**src/design/gtrr_pkg.sv**
```systemverilog
package gtrr_pkg;

   localparam int MAX_GLYPH_W = 32;
   localparam int MAX_GLYPH_H = 64;
   localparam int BUF_W       = MAX_GLYPH_W + 8;

   localparam logic [7:0] CHAR_NEWLINE = 8'h0A;
   localparam logic [7:0] CHAR_CR      = 8'h0D;

   localparam logic [2:0] CSR_FIRST_CHAR   = 3'd0;
   localparam logic [2:0] CSR_LAST_CHAR    = 3'd1;
   localparam logic [2:0] CSR_LINE_ADVANCE = 3'd2;
   localparam logic [2:0] CSR_X_SCALE      = 3'd3;
   localparam logic [2:0] CSR_Y_SCALE      = 3'd4;
   localparam logic [2:0] CSR_DRAW_COLOR   = 3'd5;

   typedef enum logic [1:0] {
      MODE_DRAW   = 2'd0,
      MODE_BITMAP = 2'd1,
      MODE_GLYPH  = 2'd2,
      MODE_CURSOR = 2'd3
   } mode_type;

   typedef enum logic [2:0] {
      STAT_ROW     = 3'd0,
      STAT_NEWLINE = 3'd1,
      STAT_CR      = 3'd2,
      STAT_UNPRINT = 3'd3,
      STAT_DONE    = 3'd4
   } status_type;

   typedef struct packed {
      logic [12:0]        offset;
      logic [5:0]         width;
      logic [6:0]         height;
      logic [7:0]         x_advance;
      logic signed [7:0]  x_offset;
      logic signed [7:0]  y_offset;
   } glyph_rec_type;

   typedef struct packed {
      mode_type           mode;
      logic [7:0]         char_code;
      logic [12:0]        table_index;
      logic [7:0]         bitmap_byte;
      glyph_rec_type      glyph;
      logic signed [15:0] cursor_x;
      logic signed [15:0] cursor_y;
   } item_type;

   typedef enum logic [2:0] {
      CS_IDLE,
      CS_DECODE,
      CS_SINGLE,
      CS_SETUP,
      CS_REDUCE,
      CS_ROWS
   } ctrl_state_type;

   typedef struct packed {
      logic capture;
      logic glyph_rd;
      logic single;
      logic setup;
      logic reduce;
      logic fetch;
      logic emit_row;
   } cmd_type;

   typedef struct packed {
      logic is_glyph;
      logic out_free;
      logic ptr_high;
      logic need_byte;
      logic row_ready;
      logic last_row;
   } sts_type;

endpackage

```
**src/design/gtrr_ctrl.sv**
```systemverilog
module gtrr_ctrl (
   input  logic              clock,
   input  logic              reset,
   input  logic              req_valid,
   output logic              req_stall,
   output gtrr_pkg::cmd_type cmd,
   input  gtrr_pkg::sts_type sts
);
   import gtrr_pkg::*;

   ctrl_state_type state_ff, state_in;

   always_ff @(posedge clock) begin
      if (reset) begin
         state_ff <= CS_IDLE;
      end else begin
         state_ff <= state_in;
      end
   end

   always_comb begin
      state_in = state_ff;
      unique case (state_ff)
         CS_IDLE: begin
            if (req_valid) state_in = CS_DECODE;
         end
         CS_DECODE: begin
            state_in = sts.is_glyph ? CS_SETUP : CS_SINGLE;
         end
         CS_SINGLE: begin
            if (sts.out_free) state_in = CS_IDLE;
         end
         CS_SETUP: begin
            state_in = CS_REDUCE;
         end
         CS_REDUCE: begin
            if (!sts.ptr_high) state_in = CS_ROWS;
         end
         CS_ROWS: begin
            if (sts.row_ready && sts.out_free && sts.last_row) state_in = CS_IDLE;
         end
         default: state_in = CS_IDLE;
      endcase
   end

   always_comb begin
      cmd       = '0;
      req_stall = 1'b1;
      unique case (state_ff)
         CS_IDLE: begin
            req_stall   = 1'b0;
            cmd.capture = req_valid;
         end
         CS_DECODE: cmd.glyph_rd = 1'b1;
         CS_SINGLE: cmd.single   = sts.out_free;
         CS_SETUP:  cmd.setup    = 1'b1;
         CS_REDUCE: cmd.reduce   = sts.ptr_high;
         CS_ROWS: begin
            cmd.fetch    = sts.need_byte;
            cmd.emit_row = sts.row_ready && sts.out_free;
         end
         default: ;
      endcase
   end

endmodule

```
**config.mk**
```make
export PLATFORM = sky130hd
export DESIGN_NAME = gtrr_ctrl
export DESIGN_NICKNAME = d
export VERILOG_FILES = /design/src/design/gtrr_pkg.sv /design/src/design/gtrr_ctrl.sv
export SDC_FILE = /design/constraint.sdc
export NUM_CORES = 1
export LEC_CHECK = 0
export ABC_AREA = 1
export CORE_AREA = 2 2 39 41
export CTS_BUF_LIST = sky130_fd_sc_hd__clkbuf_16
export DETAILED_ROUTE_END_ITERATION = 16
export DIE_AREA = 0 0 41 43
export DONT_BUFFER_PORTS = 1
export PLACE_DENSITY_LB_ADDON = 0.15
export SLEW_MARGIN = 25
export SYNTH_ARGS = -nofsm -noshare
export SYNTH_HDL_FRONTEND = slang
export SYNTH_SLANG_ARGS = --single-unit
```
**constraint.sdc**
```tcl
create_clock -name clock -period 1.4 [get_ports clock]
set_clock_uncertainty 0.2 [all_clocks]
set_input_delay 0.14 -clock clock [delete_from_list [all_inputs] [get_ports clock]]
set_output_delay 0.14 -clock clock [all_outputs]
set_load 0.01 [all_outputs]
```
==> flow_summary.toml <==
[grt]
grt_usage_pct = 8.02
antenna_found_initial = 0
grt_max_degree = 8
grt_pass1_wl_um = 910
grt_pass1_vias = 240
grt.overflow.total = 0

[layout]
largestRegisters = "state_ff (3)"
final_cell_mix = "nand2_1 (11), inv_1 (7), buf_4 (5), nor2_2 (4), nor2_1 (4)"
largest_reg_flops = 3
num_antenna_cells = 0
final_common_cell = "nand2_1"
fin_util_pct = 33.9
num-nets-final = 67
regMostFlops = "state_ff"
fillers = 153
synthToLayoutAreaGrowth_pct = 88.4
layout-drive-gt1-share_pct = 47.4
final_area_um2 = 469

[synth]
synth_area_per_cell_um2 = 5.41
netlist_instances = 46
netlist_area_um2 = 249
ys_types = 11
yosys_register_bits = 3
yosysSeqAreaShare_pct = 24.1
synth_nets = 55
yosysWarnings = 0

[floorplan]
coreArea_um2 = 1380
std_cell_rows = 14
initial_core_util_pct = 18.0
pin_count = 17
die_y_um = 43
die_w_um = 41
dieArea_um2 = 1760

[run]
drv_cap = 0

[clock_network]
clockRootBuffer = "clkbuf_16"
path_clk_slew_ps = 30
cts_buffers = 3
clock-sinks = 3
clk_latency_ps = 220
h-tree-depth = 1
cts_tree = "done"
ctsLongestPathBuffers = 2

[drt]
drt_iter0_drc = 2
dr.pass1.iters = 4
vias = 298
wl_per_cell_um = 8.44
via_per_inst = 4.08
wl_um = 616
drtAntennaViolNets = 0
drc_errors = 0

[power_and_ir_drop]
power.leakage_nw = 0.230
swShare_pct = 37.4
internal_power_w = 0.000731
seq_power_share_pct = 20.9
peakVddDrop_uv = 901
clkPwrFrac_pct = 37.6
p_switching_w = 0.000437
p_comb_share_pct = 41.5
power_density_nw_per_um2 = 2490

[place]
hpwl_um = 475
postPlaceCellArea_um2 = 299
port_buffers = 0
place_congestion = 0.642

[sta]
rsz0062_at_grt = "yes"
worst_slew_pin_slew_ps = 210
clock.fmax_ghz = 0.747
finalMaxSlewViolations = 0
maxSlewHeadroom_pct = 85.9
final_hold_viol_count = 0
setup-tns-final_ps = 0
finalSetupViolCount = 0
min_period_ps = 1340
final.period_utilization_pct = 95.6

[critical_path]
cp_slowest_cell = "dfxtp_4"
path_max_fanout = 7
timing_worst_setup_path_type = "flip-flop to primary output"
critical_path.startpoint = "state_ff[0]"
rr_startpoint = "state_ff[0]"
path_delay_family = "flip-flops"
cpPeakStageDelay_ps = 370
r2r_cells = 6
reg2reg_to = "state_ff[0]"
cp.arrival_ps = 1000
rrSetupSlack_ps = 140
setup.worst_path.end_class = "primary output"
critPathRequiredTime_ps = 1060
cp.depth = 2
critPathLaunchType = "flip-flop"
path_cells = "nor4_4, buf_4"
cp_num_buf_inv = 1

[min_path]
hold_path.startpoint = "sts[5]"
hp-class = "primary input to flip-flop"
hold_path_depth = 6
hold_end = "state_ff[0]"

[run_status]
status = "finished clean"
[worst reg2reg max path, cell delays in order (launching register included)]
cell	delay, ps
dfxtp_4	370
nor2_1	200
nand3_2	130
nand2_2	80
nor2_2	50
nor2_1	80
nor2_1	50
[power by group through the flow]
stage / Clock [W] / Sequential (W) / Combinational (W)
detailed placement: 0 / 0.000189 / 0.000408
floorplan: 0 / 0.000169 / 0.000284
CTS: 0.000451 / 0.000203 / 0.000426
finish: 0.000438 / 0.000244 / 0.000485
global placement: 0 / 0.000196 / 0.000414
global route: 0.000467 / 0.000254 / 0.000545
[metrics by stage]
step | std cells | hold slack (ps) | setup slack, ps | power, W
after floorplan | 46 | 9.07 | 168 | 0.000453
after global routing | 73 | 74.9 | -2.93 | 0.00127
after global placement | 66 | 15.5 | 37.7 | 0.000610
after detailed placement | 66 | 12.7 | 77.6 | 0.000596
final | 73 | 28.3 | 61.5 | 0.00117
after CTS | 72 | 25.5 | 0.176 | 0.00108
[timing repair]
item	CTS	global route
setup endpoints to repair	6	6
gates resized for setup	6	18
setup buffers	0	1
hold buffers	2	0
pin swaps	0	2
hold endpoints to repair	3	0
[synth_stat cells (all sizes together)]
cell type,number,area share [%]
a21oi,2,4.0
o21ai,1,2.0
nand3,5,14
inv,10,15
dfxtp,3,24
nor4,1,2.5
nand2,13,21
nor2,11,18
[logic make-up after synthesis]
logic type	count (synthesis)	synth area share [%]
and+or+nand+nor	30	54.8
buffers and inverters	10	15.1
DFF	3	24.1
AOI/OAI and AO/OA	3	6.03
[area by class of cell]
| cell class | instances | area, um^2 | share of cell area [%] |
|---|---|---|---|
| flip-flops and latches | 3 | 71.3 | 15.2 |
| repair buffers | 7 | 60.1 | 12.8 |
| multi-input cells | 33 | 199 | 42.4 |
| clock inverters | 1 | 3.75 | 0.800 |
| well taps | 16 | 20.0 | 4.27 |
| inverters | 10 | 40.0 | 8.53 |
| clock buffers | 3 | 75.1 | 16.0 |
[worst max path at each step]
stage	endpoint	slack [ps]
4_1_cts	req_stall	0.2
3_3_place_gp	state_ff[0]	40
2_1_floorplan	cmd[4]	170
6_report	cmd[4]	60
3_5_place_dp	cmd[4]	80
5_1_grt	cmd[5]	-3
[routing by layer]
metal	track usage, %	share of wire (%)	vias up
met5	0	0	-
met4	4.00	0	0
met3	6.28	6.3	0
met2	9.38	45	9
met1	10.2	48	126
li1	-	-	163
Note: power is estimated with default switching activity, not from simulation.
